$ cat src/rtl/camera_attitude_update_defines.svh
// assertion macros for the camera attitude update block
// used by camera_attitude_update.sv, expects clk and rst in scope
`ifndef CAMERA_ATTITUDE_UPDATE_DEFINES_SVH
`define CAMERA_ATTITUDE_UPDATE_DEFINES_SVH

// same-cycle implication
`define CAU_ASSERT_IMP(lbl, ante, cons, msg) \
  lbl: assert property (@(posedge clk) disable iff (rst) (ante) |-> (cons)) else $error(msg);

// next-cycle implication
`define CAU_ASSERT_NXT(lbl, ante, cons, msg) \
  lbl: assert property (@(posedge clk) disable iff (rst) (ante) |=> (cons)) else $error(msg);

`endif

$ cat src/rtl/cau_pkg.sv
// shared types and constants for the camera attitude update block
// no dependencies
`default_nettype none

package cau_pkg;

  localparam int CFG_W      = 17;
  localparam int CFG_IDX_W  = 2;
  localparam int CFG_FRAC   = 16;
  localparam int SPD_W      = 16;

  localparam logic [CFG_IDX_W-1:0] REG_COS = 2'd0;
  localparam logic [CFG_IDX_W-1:0] REG_SIN = 2'd1;

  typedef enum logic [3:0] {
    S_IDLE,
    S_RD,
    S_MUL,
    S_ACC,
    S_FIN,
    S_SQRT,
    S_DRD,
    S_DST,
    S_DIV,
    S_NWR,
    S_OUT
  } state_t;

  typedef enum logic [2:0] {
    MOP_NSQ,
    MOP_DOT,
    MOP_K,
    MOP_RCR,
    MOP_ROT,
    MOP_CROSS,
    MOP_EYE
  } mop_t;

  typedef enum logic {
    RD_SQRT,
    RD_DIV
  } rd_op_t;

  typedef struct packed {
    logic   start;
    rd_op_t op;
  } rd_ctl_t;

  typedef struct packed {
    logic busy;
    logic done;
  } rd_stat_t;

endpackage

`default_nettype wire

$ cat src/rtl/cau_rootdiv.sv
// shared bit-serial square root and divide unit
// depends on cau_pkg
`default_nettype none

module cau_rootdiv import cau_pkg::*; #(
  parameter int NW = 38,
  parameter int RW = 19
) (
  input  wire logic            clk,
  input  wire logic            rst,
  input  wire rd_ctl_t         ctl,
  output rd_stat_t             stat,
  input  wire logic [NW-1:0]   n,
  input  wire logic [RW-1:0]   den,
  output logic      [NW-1:0]   res
);

  localparam int CW         = RW + 3;
  localparam int CNTW       = $clog2(NW + 1);
  localparam int SQRT_STEPS = NW / 2;

  rd_op_t          mode;
  logic            busy;
  logic            done;
  logic [CNTW-1:0] cnt;
  logic [RW:0]     rem;
  logic [NW-1:0]   nsh;
  logic [CW-1:0]   cand;
  logic [CW-1:0]   trial;
  logic [CW-1:0]   diff;
  logic            ge;

  // one compare-subtract shared by both recurrences
  always_comb begin
    if (mode == RD_SQRT) begin
      cand  = {rem, nsh[NW-1:NW-2]};
      trial = {1'b0, res[RW-1:0], 2'b01};
    end else begin
      cand  = {2'b00, rem[RW-1:0], nsh[NW-1]};
      trial = {3'b000, den};
    end
    ge   = (cand >= trial);
    diff = cand - trial;
  end

  always_ff @(posedge clk) begin
    if (rst) begin
      busy <= 1'b0;
      done <= 1'b0;
      mode <= RD_SQRT;
    end else begin
      done <= 1'b0;
      if (ctl.start) begin
        busy <= 1'b1;
        mode <= ctl.op;
        nsh  <= n;
        rem  <= '0;
        res  <= '0;
        cnt  <= (ctl.op == RD_SQRT) ? CNTW'(SQRT_STEPS) : CNTW'(NW);
      end else if (busy) begin
        rem <= ge ? diff[RW:0] : cand[RW:0];
        res <= {res[NW-2:0], ge};
        nsh <= (mode == RD_SQRT) ? {nsh[NW-3:0], 2'b00} : {nsh[NW-2:0], 1'b0};
        cnt <= cnt - CNTW'(1);
        if (cnt == CNTW'(1)) begin
          busy <= 1'b0;
          done <= 1'b1;
        end
      end
    end
  end

  assign stat.busy = busy;
  assign stat.done = done;

endmodule

`default_nettype wire

$ cat src/rtl/camera_attitude_update.sv
// camera attitude update: one frame tick in, updated camera frame out
// a tick with no rotation only moves the eye; pitch and roll each check two vectors
// and renormalize those off unit length, each renormalization a root of NW/2 steps
// and three divides of NW steps on the shared root/divide unit; each product term
// passes through the read, multiply and accumulate states of the shared multiplier.
// one tick at a time: s_tready is high only while idle, so no new tick is taken until
// the last frame has been accepted. synchronous reset restores the initial frame and default step
`default_nettype none
`include "camera_attitude_update_defines.svh"

module camera_attitude_update import cau_pkg::*; #(
  parameter int DIR_FRAC_BITS = 16,
  parameter int POS_WIDTH     = 32
) (
  input  wire logic                 clk,
  input  wire logic                 rst,
  // input tick: pitch_dir [1:0], roll_dir [3:2], speed [19:4], zero [23:20]
  input  wire logic                 s_tvalid,
  output logic                      s_tready,
  input  wire logic [23:0]          s_tdata,
  // frame: eye_x [31:0], eye_y [63:32], eye_z [95:64], fwd_x [114:96],
  // fwd_y [133:115], fwd_z [152:134], up_x [171:153], up_y [190:172],
  // up_z [209:191], side_x [228:210], side_y [247:229], side_z [266:248],
  // zero [271:267]
  output logic                      m_tvalid,
  input  wire logic                 m_tready,
  output logic [271:0]              m_tdata,
  // register writes
  input  wire logic                 cfg_valid,
  output logic                      cfg_ready,
  input  wire logic [CFG_IDX_W-1:0] cfg_index,
  input  wire logic [CFG_W-1:0]     cfg_data
);

  localparam int F   = DIR_FRAC_BITS;
  localparam int DW  = F + 3;
  localparam int MW  = (DW > SPD_W) ? DW : SPD_W;
  localparam int PW  = 2 * MW;
  localparam int AW  = PW + 2;
  localparam int NW  = 2 * F + 6;
  localparam int RW  = F + 3;
  localparam int EW  = ((POS_WIDTH > PW) ? POS_WIDTH : PW) + 2;
  localparam int SHL = (F >= CFG_FRAC) ? F - CFG_FRAC : 0;
  localparam int SHR = (F < CFG_FRAC) ? CFG_FRAC - F : 0;

  localparam longint ONE_L   = longint'(1) << F;
  localparam longint P4_L    = (2 * ONE_L + 2) / 5;
  localparam longint P1_L    = (ONE_L + 5) / 10;
  localparam longint ONE2_L  = longint'(1) << (2 * F);
  localparam longint TOL_L   = (ONE2_L * 2) / 1000000;
  localparam longint CHALF_L = (SHR > 0) ? (longint'(1) << (SHR - 1)) : 0;
  localparam longint DHI_L   = (longint'(1) << (DW - 1)) - 1;
  localparam longint EHI_L   = (longint'(1) << (POS_WIDTH - 1)) - 1;

  localparam logic signed [AW-1:0] DHI   = AW'(DHI_L);
  localparam logic signed [AW-1:0] DLO   = -DHI - AW'(1);
  localparam logic signed [EW-1:0] EHI   = EW'(EHI_L);
  localparam logic signed [EW-1:0] ELO   = -EHI - EW'(1);
  localparam logic signed [AW-1:0] TLO   = AW'(ONE2_L - TOL_L);
  localparam logic signed [AW-1:0] THI   = AW'(ONE2_L + TOL_L);
  localparam logic signed [AW-1:0] RHF   = AW'(longint'(1) << (F - 1));
  localparam logic signed [AW-1:0] RHS   = AW'(longint'(1) << (SPD_W - 1));
  localparam logic signed [MW-1:0] ONE_M = MW'(ONE_L);

  function automatic logic signed [DW-1:0] dsat(input logic signed [AW-1:0] v);
    logic signed [AW-1:0] t;
    t = v;
    if (v > DHI) t = DHI;
    if (v < DLO) t = DLO;
    return t[DW-1:0];
  endfunction

  function automatic logic signed [MW-1:0] cfg_scale(input logic [CFG_W-1:0] raw);
    logic [63:0] w;
    if (F >= CFG_FRAC) w = {47'b0, raw} << SHL;
    else               w = ({47'b0, raw} + 64'(CHALF_L)) >> SHR;
    return $signed(w[MW-1:0]);
  endfunction

  function automatic logic [18:0] dir_out(input logic signed [DW-1:0] v);
    logic signed [63:0] w;
    w = 64'(v);
    return w[18:0];
  endfunction

  function automatic logic [31:0] eye_out(input logic signed [POS_WIDTH-1:0] v);
    logic signed [63:0] w;
    w = 64'(v);
    return w[31:0];
  endfunction

  // control
  state_t state, state_next;
  mop_t   mop, mop_next;
  logic   half, half_next;
  logic   nsel, nsel_next;
  logic [1:0] i, i_next;
  logic [1:0] j, j_next;

  // camera frame; slot 0 forward, 1 up, 2 right, 3 rotation cross term
  logic signed [DW-1:0]        vec [4][3];
  logic signed [POS_WIDTH-1:0] eye [3];
  logic [CFG_W-1:0]            cos_r;
  logic [CFG_W-1:0]            sin_r;

  // tick fields
  logic [1:0]              pd;
  logic [1:0]              rd;
  logic signed [SPD_W-1:0] spd;

  // datapath
  logic signed [DW-1:0] dreg;
  logic signed [DW-1:0] kreg;
  logic signed [MW-1:0] opa, opb;
  logic                 sub;
  logic signed [PW-1:0] prod;
  logic signed [AW-1:0] acc;
  logic [RW-1:0]        len;

  logic signed [MW-1:0] a_c, b_c, c_s, s_s, s_sig, omc;
  logic                 sub_c;
  logic [1:0]           vs, rs, ds, ns, i1, i2, j_last;
  logic signed [AW-1:0] acc_base, acc_sum, rnd_f, rnd_s, q_s;
  logic signed [DW-1:0] res_d;
  logic signed [EW-1:0] eye_sum, eye_sat;
  logic                 in_tol;
  logic [MW-1:0]        mag;
  logic [NW-1:0]        div_n, rd_n;
  logic [NW-1:0]        rd_res;
  rd_ctl_t              rd_ctl;
  rd_stat_t             rd_stat;

  // slots used by the current half: pitch turns forward about right,
  // roll turns up about forward
  assign vs = half ? 2'd1 : 2'd0;
  assign rs = half ? 2'd0 : 2'd2;
  assign ds = half ? 2'd2 : 2'd1;
  assign ns = 2'(half) + 2'(nsel);
  assign i1 = (i == 2'd2) ? 2'd0 : i + 2'd1;
  assign i2 = (i == 2'd0) ? 2'd2 : i - 2'd1;

  assign c_s   = cfg_scale(cos_r);
  assign s_s   = cfg_scale(sin_r);
  assign omc   = ONE_M - c_s;
  assign s_sig = (half ? rd[1] : pd[1]) ? -s_s : s_s;

  // operand fetch for the shared multiplier
  always_comb begin
    a_c   = '0;
    b_c   = '0;
    sub_c = 1'b0;
    case (mop)
      MOP_NSQ: begin
        a_c = MW'(vec[ns][j]);
        b_c = MW'(vec[ns][j]);
      end
      MOP_DOT: begin
        a_c = MW'(vec[rs][j]);
        b_c = MW'(vec[vs][j]);
      end
      MOP_K: begin
        a_c = omc;
        b_c = MW'(dreg);
      end
      MOP_RCR, MOP_CROSS: begin
        // r x v, second term subtracted
        if (j == 2'd0) begin
          a_c = MW'(vec[rs][i1]);
          b_c = MW'(vec[vs][i2]);
        end else begin
          a_c   = MW'(vec[rs][i2]);
          b_c   = MW'(vec[vs][i1]);
          sub_c = 1'b1;
        end
      end
      MOP_ROT: begin
        case (j)
          2'd0:    begin a_c = MW'(vec[rs][i]); b_c = MW'(kreg); end
          2'd1:    begin a_c = MW'(vec[vs][i]); b_c = c_s; end
          default: begin a_c = MW'(vec[3][i]);  b_c = s_sig; end
        endcase
      end
      MOP_EYE: begin
        a_c = MW'(vec[0][i]);
        b_c = MW'(spd);
      end
      default: ;
    endcase
  end

  always_comb begin
    case (mop)
      MOP_NSQ, MOP_DOT, MOP_ROT: j_last = 2'd2;
      MOP_RCR, MOP_CROSS:        j_last = 2'd1;
      default:                   j_last = 2'd0;
    endcase
  end

  assign acc_base = (j == 2'd0) ? '0 : acc;
  assign acc_sum  = sub ? acc_base - AW'(prod) : acc_base + AW'(prod);
  assign rnd_f    = (acc + RHF) >>> F;
  assign rnd_s    = (acc + RHS) >>> SPD_W;
  assign res_d    = dsat(rnd_f);
  assign in_tol   = (acc >= TLO) && (acc <= THI);
  assign eye_sum  = EW'(eye[i]) + EW'(rnd_s);
  assign eye_sat  = (eye_sum > EHI) ? EHI : ((eye_sum < ELO) ? ELO : eye_sum);

  // divide operand: |v| scaled, plus half the length for rounding
  assign mag   = opa[MW-1] ? MW'(-opa) : MW'(opa);
  assign div_n = (NW'(mag) << F) + NW'(len >> 1);
  assign rd_n  = (state == S_FIN) ? acc[NW-1:0] : div_n;
  assign q_s   = $signed(AW'(rd_res));

  cau_rootdiv #(
    .NW(NW),
    .RW(RW)
  ) u_rootdiv (
    .clk  (clk),
    .rst  (rst),
    .ctl  (rd_ctl),
    .stat (rd_stat),
    .n    (rd_n),
    .den  (len),
    .res  (rd_res)
  );

  always_ff @(posedge clk) begin
    if (rst) begin
      state <= S_IDLE;
      mop   <= MOP_EYE;
      half  <= 1'b0;
      nsel  <= 1'b0;
      i     <= 2'd0;
      j     <= 2'd0;
    end else begin
      state <= state_next;
      mop   <= mop_next;
      half  <= half_next;
      nsel  <= nsel_next;
      i     <= i_next;
      j     <= j_next;
    end
  end

  // sequencer
  always_comb begin
    state_next = state;
    mop_next   = mop;
    half_next  = half;
    nsel_next  = nsel;
    i_next     = i;
    j_next     = j;
    rd_ctl     = '{start: 1'b0, op: RD_SQRT};
    unique case (state)
      S_IDLE: begin
        if (s_tvalid) begin
          i_next    = 2'd0;
          j_next    = 2'd0;
          nsel_next = 1'b0;
          if (s_tdata[1:0] != 2'd0) begin
            half_next = 1'b0;
            mop_next  = MOP_NSQ;
          end else if (s_tdata[3:2] != 2'd0) begin
            half_next = 1'b1;
            mop_next  = MOP_NSQ;
          end else begin
            mop_next = MOP_EYE;
          end
          state_next = S_RD;
        end
      end
      S_RD:  state_next = S_MUL;
      S_MUL: state_next = S_ACC;
      S_ACC: begin
        if (j == j_last) begin
          state_next = S_FIN;
        end else begin
          j_next     = j + 2'd1;
          state_next = S_RD;
        end
      end
      S_FIN: begin
        j_next     = 2'd0;
        state_next = S_RD;
        case (mop)
          MOP_NSQ: begin
            if (in_tol) begin
              i_next = 2'd0;
              if (!nsel) nsel_next = 1'b1;
              else       mop_next  = MOP_DOT;
            end else begin
              rd_ctl     = '{start: 1'b1, op: RD_SQRT};
              state_next = S_SQRT;
            end
          end
          MOP_DOT: mop_next = MOP_K;
          MOP_K: begin
            mop_next = MOP_RCR;
            i_next   = 2'd0;
          end
          MOP_RCR: begin
            if (i == 2'd2) begin
              mop_next = MOP_ROT;
              i_next   = 2'd0;
            end else begin
              i_next = i + 2'd1;
            end
          end
          MOP_ROT: begin
            if (i == 2'd2) begin
              mop_next = MOP_CROSS;
              i_next   = 2'd0;
            end else begin
              i_next = i + 2'd1;
            end
          end
          MOP_CROSS: begin
            if (i == 2'd2) begin
              i_next = 2'd0;
              // end of pitch half: go to roll if asked
              if (!half && rd != 2'd0) begin
                half_next = 1'b1;
                nsel_next = 1'b0;
                mop_next  = MOP_NSQ;
              end else begin
                mop_next = MOP_EYE;
              end
            end else begin
              i_next = i + 2'd1;
            end
          end
          MOP_EYE: begin
            if (i == 2'd2) state_next = S_OUT;
            else           i_next     = i + 2'd1;
          end
          default: ;
        endcase
      end
      S_SQRT: begin
        if (rd_stat.done) begin
          i_next = 2'd0;
          if (rd_res[RW-1:0] == '0) begin
            // zero length: vector kept as it is
            j_next     = 2'd0;
            state_next = S_RD;
            if (!nsel) nsel_next = 1'b1;
            else       mop_next  = MOP_DOT;
          end else begin
            state_next = S_DRD;
          end
        end
      end
      S_DRD: state_next = S_DST;
      S_DST: begin
        rd_ctl     = '{start: 1'b1, op: RD_DIV};
        state_next = S_DIV;
      end
      S_DIV: begin
        if (rd_stat.done) state_next = S_NWR;
      end
      S_NWR: begin
        if (i == 2'd2) begin
          i_next     = 2'd0;
          j_next     = 2'd0;
          state_next = S_RD;
          if (!nsel) nsel_next = 1'b1;
          else       mop_next  = MOP_DOT;
        end else begin
          i_next     = i + 2'd1;
          state_next = S_DRD;
        end
      end
      S_OUT: begin
        if (m_tready) state_next = S_IDLE;
      end
      default: state_next = S_IDLE;
    endcase
  end

  // datapath and frame registers
  always_ff @(posedge clk) begin
    if (rst) begin
      cos_r     <= CFG_W'(65454);
      sin_r     <= CFG_W'(3275);
      eye[0]    <= '0;
      eye[1]    <= '0;
      eye[2]    <= POS_WIDTH'(P4_L);
      vec[0][0] <= DW'(P4_L);
      vec[0][1] <= DW'(P1_L);
      vec[0][2] <= -DW'(ONE_L);
      vec[1][0] <= '0;
      vec[1][1] <= DW'(ONE_L);
      vec[1][2] <= '0;
      vec[2][0] <= DW'(ONE_L);
      vec[2][1] <= '0;
      vec[2][2] <= '0;
    end else begin
      if (cfg_valid) begin
        if (cfg_index == REG_COS) cos_r <= cfg_data;
        if (cfg_index == REG_SIN) sin_r <= cfg_data;
      end
      case (state)
        S_IDLE: begin
          if (s_tvalid) begin
            pd  <= s_tdata[1:0];
            rd  <= s_tdata[3:2];
            spd <= $signed(s_tdata[19:4]);
          end
        end
        S_RD: begin
          opa <= a_c;
          opb <= b_c;
          sub <= sub_c;
        end
        S_MUL: prod <= opa * opb;
        S_ACC: acc <= acc_sum;
        S_FIN: begin
          case (mop)
            MOP_DOT:   dreg         <= res_d;
            MOP_K:     kreg         <= res_d;
            MOP_RCR:   vec[3][i]    <= res_d;
            MOP_ROT:   vec[vs][i]   <= res_d;
            MOP_CROSS: vec[ds][i]   <= res_d;
            MOP_EYE:   eye[i]       <= eye_sat[POS_WIDTH-1:0];
            default: ;
          endcase
        end
        S_SQRT: begin
          if (rd_stat.done) len <= rd_res[RW-1:0];
        end
        S_DRD: opa <= MW'(vec[ns][i]);
        S_NWR: vec[ns][i] <= dsat(opa[MW-1] ? -q_s : q_s);
        default: ;
      endcase
    end
  end

  // handshake and result packing
  assign s_tready  = (state == S_IDLE);
  assign m_tvalid  = (state == S_OUT);
  assign cfg_ready = 1'b1;

  always_comb begin
    m_tdata           = '0;
    m_tdata[31:0]     = eye_out(eye[0]);
    m_tdata[63:32]    = eye_out(eye[1]);
    m_tdata[95:64]    = eye_out(eye[2]);
    m_tdata[114:96]   = dir_out(vec[0][0]);
    m_tdata[133:115]  = dir_out(vec[0][1]);
    m_tdata[152:134]  = dir_out(vec[0][2]);
    m_tdata[171:153]  = dir_out(vec[1][0]);
    m_tdata[190:172]  = dir_out(vec[1][1]);
    m_tdata[209:191]  = dir_out(vec[1][2]);
    m_tdata[228:210]  = dir_out(vec[2][0]);
    m_tdata[247:229]  = dir_out(vec[2][1]);
    m_tdata[266:248]  = dir_out(vec[2][2]);
  end

  // checks
  `CAU_ASSERT_IMP(a_no_overlap, s_tready, !m_tvalid, "input and output open together")
  `CAU_ASSERT_NXT(a_busy_after_accept, s_tvalid && s_tready, !s_tready,
                  "ready stayed high after a transaction")
  `CAU_ASSERT_IMP(a_start_idle_unit, rd_ctl.start, !rd_stat.busy,
                  "root/divide started while busy")
  `CAU_ASSERT_IMP(a_done_waited, rd_stat.done, state == S_SQRT || state == S_DIV,
                  "root/divide finished with nobody waiting")

endmodule

`default_nettype wire

$ cat config.mk
export PLATFORM = sky130hd
export DESIGN_NAME = camera_attitude_update
export DESIGN_NICKNAME = d
export VERILOG_FILES = /design/src/rtl/cau_pkg.sv /design/src/rtl/cau_rootdiv.sv /design/src/rtl/camera_attitude_update.sv
export VERILOG_INCLUDE_DIRS = /design/src /design/src/rtl
export SDC_FILE = /design/constraint.sdc
export NUM_CORES = 2
export LEC_CHECK = 0
export BUFFER_PORTS_ARGS = -buffer_cell sky130_fd_sc_hd__clkbuf_2
export CORE_MARGIN = 2
export CORE_UTILIZATION = 35
export DETAILED_ROUTE_END_ITERATION = 7
export PLACE_DENSITY = 0.58
export SLEW_MARGIN = 30
export SYNTH_ARGS = -nofsm -noshare
export SYNTH_HDL_FRONTEND = slang
export SYNTH_SLANG_ARGS = --single-unit
$ cat constraint.sdc
create_clock -name clk -period 22.2 [get_ports clk]
set_input_delay 4.44 -clock clk [delete_from_list [all_inputs] [get_ports clk]]
set_output_delay 4.44 -clock clk [all_outputs]
set_load 0.02 [all_outputs]
======== Word-level counts from Yosys, hierarchy flattened ========
Memory sizes are Yosys's and may differ from the RTL's. A register that Yosys moved wholly into a read port is not among the register bits.
Cells that the tools add are included.
storage, ports and cells
  flip-flop bits (word level) ............. 346
  bits in writable memories ............... 324
  input bits .............................. 48
  output and inout port bits .............. 275
  word-level logic and storage cells ...... 324
  memories ................................ 2
cells by class
  add/subtract/negate cells ............... 15
  multiply operators ...................... 1
  magnitude comparators ................... 14
  equality and inequality tests ........... 41
  multiplexer cells ....................... 175
  bitwise logic cells ..................... 6
  reduce and logical (&&, ||, !) cells .... 44
memory list
  name  words  width  read ports  clocked after memory_dff  write ports  RTL line                       source
  vec   4      57     7           0                         3            camera_attitude_update.sv:101  logic signed [DW-1:0] vec [4][3];
  eye   3      32     4           1                         3            camera_attitude_update.sv:102  logic signed [POS_WIDTH-1:0] eye [3];
operator list
  kind                      number
  $mux W57                  12
  $mux W19                  35
  $bmux W19 S2              12
  $pmux W19 S6              2
  $reduce_or A57 Y1         4
  $mux W38                  5
  $mux W40                  3
  $pmux W19 S2              3
  $mux W32                  3
  $mux W3                   16
  $pmux W4 S11              1
  $mux W2                   21
  $add A40 B17 Y40 const B  1
  $add A40 B38 Y40          1
  $ge A40 B33 Y1 const B    1
  $gt A40 B19 Y1 const B    1
  $le A40 B34 Y1 const B    1
  $lt A40 B19 Y1 const B    1
  $mux W20                  2
  $neg A38 Y40              1
  $sub A40 B38 Y40          1
  $demux W19 S2             1
  $mul A19 B19 Y38          1
  $mux W1                   38
  66 further kinds          129

======== Depth between registers and ports, before layout ========
  depth in word-level cells ............... 11
  depth in mapped cells ................... 30

======== Modules after synthesis ========
Synthesis repeated with hierarchy kept, for this count alone.
second synthesis, totals
  cell total of the unflattened synthesis .. 6240
  area total of the unflattened synthesis .. 60005.0 µm²
modules (own cells, without submodules)
  module                  times used  cells an instance  area an instance (µm²)  seq. area each (µm²)
  camera_attitude_update  1           5651               53560.1                 17466.8
  cau_rootdiv             1           589                6444.9                  3123.0

======== Worst setup path before layout ========
Ideal clock, no wire load.
  path kind ............................... input to register
  start point ............................. input rst
  end point ............................... register u_rootdiv.cnt[0] (enable)
  arrival time ............................ 9.919 ns
  path slack .............................. 11.685 ns
  cell stages on the path ................. 4
  cells stage by stage .................... clkbuf_1 -> clkbuf_1 -> clkbuf_1 -> a21oi_1
between the ends
  cells in the longest elaborated chain, start to end .. 2
RTL lines
  element                      RTL line                      source
  from (decl)                  camera_attitude_update.sv:16  input wire logic rst,
  $not A1 Y1 (no line)         -
  $reduce_and A2 Y1 (no line)  -
  to (signal assigned)         cau_rootdiv.sv:59             cnt <= (ctl.op == RD_SQRT) ? CNTW'(SQRT_STEPS) : CNTW'(NW);
  to (signal assigned)         cau_rootdiv.sv:64             cnt <= cnt - CNTW'(1);
  to (decl)                    cau_rootdiv.sv:25             logic [CNTW-1:0] cnt;
No other way between the ends.
A chain may end at the register's enable or synchronous reset.

======== Worst setup path after layout ========
  start point ............................. register opb[1]
  end point ............................... register prod[34], data pin
between the ends
  cells in the longest elaborated chain, start to end .. 1
RTL lines
  element                 RTL line                       source
  from (decl)             camera_attitude_update.sv:114  logic signed [MW-1:0] opa, opb;
  from (signal assigned)  camera_attitude_update.sv:412  opb <= b_c;
  $mul A19 B19 Y38        camera_attitude_update.sv:415  S_MUL: prod <= opa * opb;
  to (signal assigned)    camera_attitude_update.sv:415
  to (decl)               camera_attitude_update.sv:116  logic signed [PW-1:0] prod;
No other way between the ends.

==> impl_metrics.json <==
{
  "postLayoutCoreUtil": 0.393,
  "detail_route.first_pass.iterations": 8,
  "fin_nets": 6909,
  "async_flop_share": 0,
  "antenna_left": 0,
  "power_density_mw_per_mm2": 184,
  "setup_ws_ps": 14050,
  "clock_path_buffers": 3,
  "grt_pass1_vias": 49200,
  "num_vias": 50600,
  "tns_ps": 0,
  "final_common_cell": "edfxtp_1",
  "reg2reg_depth": 22,
  "hold_depth": 2,
  "synth_edf_count": 651,
  "critPathSlowestCell": "edfxtp_1",
  "row_count": 150,
  "hold_ws_ps": 456,
  "cap_violations": 0,
  "tritoncts": "done",
  "clk_latency_ps": 720,
  "routedWlPerCell_um": 27.3,
  "holdPathEnd": "u_rootdiv.busy$_SDFF_PP0_",
  "cts_buffers": 78,
  "yosysSeqAreaShare": 0.348,
  "finalCritPeriodShare": 0.367,
  "grt_overflow": 0,
  "drtIter0Drc": 6161,
  "vias_per_cell": 5.93,
  "finalMaxSlewViolations": 0,
  "status": "finished clean",
  "syn_inst": 6130,
  "wirelength_mm": 233,
  "timing.slew.headroom": 0.277,
  "grt_pass1_wl_mm": 340,
  "worst_ep_required_time_ps": 22780,
  "avgSynthCellArea_sq_um": 9.66,
  "cts-root-buf": "clkbuf_16",
  "area_delta_synth_final_pct": 11.3,
  "total_leakage_power_nw": 25.6,
  "post_cts_resize_count": 0,
  "yosys_warnings": 0,
  "rr_startpoint": "opb[1]$_DFFE_PP_",
  "ys_ff_latch": 703,
  "synth.distinct_cells": 85,
  "rsz0062_at_grt": "no",
  "place_worst_setup_slack_ps": 14070,
  "antenna_found_initial": 17,
  "ir_worst_vdd_mv": 0.510,
  "period_minus_slack_ps": 8150,
  "worst_slew_pin_slew_ps": 1080,
  "hold_violations": 0,
  "worst_setup_path_start_kind": "flop",
  "path_class": "reg2reg",
  "grt_max_degree": 81,
  "core-area_sq_mm": 0.168,
  "gp_congestion": 1.02,
  "cts_sinks": 703,
  "hpwl_mm": 169,
  "max_stage_delay_ps": 860,
  "fmax_mhz": 123,
  "critPathCaptureType": "flop",
  "min_from": "u_rootdiv.busy$_SDFF_PP0_",
  "hold_class": "reg2reg",
  "clk_pin_slew_ps": 70,
  "die_x_um": 415,
  "syn_area_sq_mm": 0.0592,
  "layout-drive-gt1-share": 0.133,
  "dieArea_sq_mm": 0.172,
  "pin_count": 323,
  "synthFlopType": "edfxtp_1",
  "port_buffers": 312,
  "final_cell_mix": "edfxtp_1, nor2_1, nand2_1",
  "finalSetupViolations": 0,
  "worstPathArrival_ps": 8730,
  "grt_util_all_layers": 0.265,
  "rrSetupSlack_ps": 14050,
  "cts_setup_buffers": 0,
  "critPathMaxFanout": 19,
  "route.detailed.drc": 0,
  "crit_chain": "and2_1 -> fa_1 -> fa_1 -> inv_1 -> fa_1 -> inv_1 -> fa_1 -> inv_1 -> fa_1 -> inv_1 -> fa_1 -> ha_1 -> ha_1 -> or3_1 -> o31ai_1 -> o41ai_1 -> o211ai_1 -> a21oi_1 -> a311oi_1 -> o21ai_0 -> or4_1 -> nand3_1",
  "start_util": 0.353,
  "fp.dieH_um": 415,
  "cpMostUsedCell": "fa_1",
  "htree_levels": 3,
  "postCtsHoldBufs": 0,
  "skew_ps": 46.9,
  "r2r_end": "prod[34]$_DFFE_PP_"
}
==> cell usage after synthesis (all sizes together), types with 36 or more instances <==
cell type	instances	area [sq um]
nor2	655	2460
edfxtp	651	19500
nand2	580	2180
inv	453	1700
fa	373	7470
a21oi	366	1840
clkbuf	341	1280
o21ai	324	1630
and2	291	1820
ha	224	2800
xnor2	185	1620
mux2i	158	1580
o22ai	107	669
a211oi	90	676
mux4	89	2000
nand3	87	435
xor2	83	727
nor2b	80	500
mux2	78	878
nor3	67	335
a21o	58	435
a22oi	56	420
nand2b	55	344
buf	52	234
dfxtp	52	1040
a31oi	41	257
o31ai	37	434
or3	36	225
==> flip-flops by register name, indices dropped and copies added, names as in the netlist, 4 cells and up, named ones only <==
name and flops:
vec 228, eye 128, acc 40, prod 38, u_rootdiv.nsh 38, u_rootdiv.res 38
u_rootdiv.rem 20, dreg 19, kreg 19, len 19, opa 19, opb 19
cos_r 17, sin_r 17, spd 16, u_rootdiv.cnt 6, state 4
==> logic make-up (layout without fill, tap and decap cells) <==
group,after synthesis,in the layout,synth area share
compound gates,1368,1368,0.149
xor+xnor,268,268,0.0396
fa+ha+maj,607,607,0.175
buf+inv,848,1035,0.0544
flops,703,703,0.348
mux,325,325,0.0754
other cells,2,14,0.000127
simple gates,2009,2009,0.158
==> per-stage QoR <==
step                instance area, sq um  std cells  total power [mW]
detailed placement                 63300       8388              10.7
floorplan                          59200       6134              8.61
CTS                                65900       8525              12.2
global route                       65900       8528              13.4
finish                             65900       8533              12.1
global placement                   63200       8387              10.6
==> area by class of cell <==
cell class	count	area (sq um)
Clock buffer	95	2090
Timing Repair Buffer	443	2550
Fill cell	16500	102000
Sequential cell	703	20600
Multi-Input combinational cell	4583	35700
Antenna cell	8	20.0
Clock inverter	42	517
Tap cell	2204	2760
Inverter	455	1710
==> metal layers <==
layer / vias to the layer above / track usage / routed length, um / part of all wire
met2: 2832 / 0.406 / 103000 / 0.44
met4: 6 / 0.150 / 15400 / 0.066
met5: - / 0 / 36 / 0.00015
met3: 687 / 0.0574 / 21900 / 0.094
met1: 25200 / 0.346 / 93300 / 0.40
li1: 21900 / - / - / -
==> critical path, delay by kind of cell (launching register included) <==
family	cells	cell delay, ps
flip-flops	1	860
buffers and inverters	4	210
adder cells (fa/ha/maj)	8	3510
AND/OR/NAND/NOR	4	1210
AO/OA/AOI/OAI	6	2210
==> power by group <==
group | switching, mW | leakage [nW] | internal (mW)
sequential | 0.0942 | 6.56 | 1.96
combinational | 4.99 | 17.7 | 3.73
clock | 0.592 | 1.28 | 0.772
==> how the worst max path moves through the flow <==
stage	from	endpoint	slack [ps]	depth (start not counted)
floorplan	rst	u_rootdiv.cnt[0]$_DFFE_PP_	11680	4
global placement	rst	vec[0][14]$_SDFFCE_PN0P_	13540	6
detailed placement	opb[1]$_DFFE_PP_	prod[34]$_DFFE_PP_	14070	22
CTS	opb[1]$_DFFE_PP_	prod[34]$_DFFE_PP_	14030	22
global route	opb[1]$_DFFE_PP_	prod[34]$_DFFE_PP_	13510	22
finish	opb[1]$_DFFE_PP_	prod[34]$_DFFE_PP_	14050	22
No activity file was read; power rests on OpenSTA's default activity.
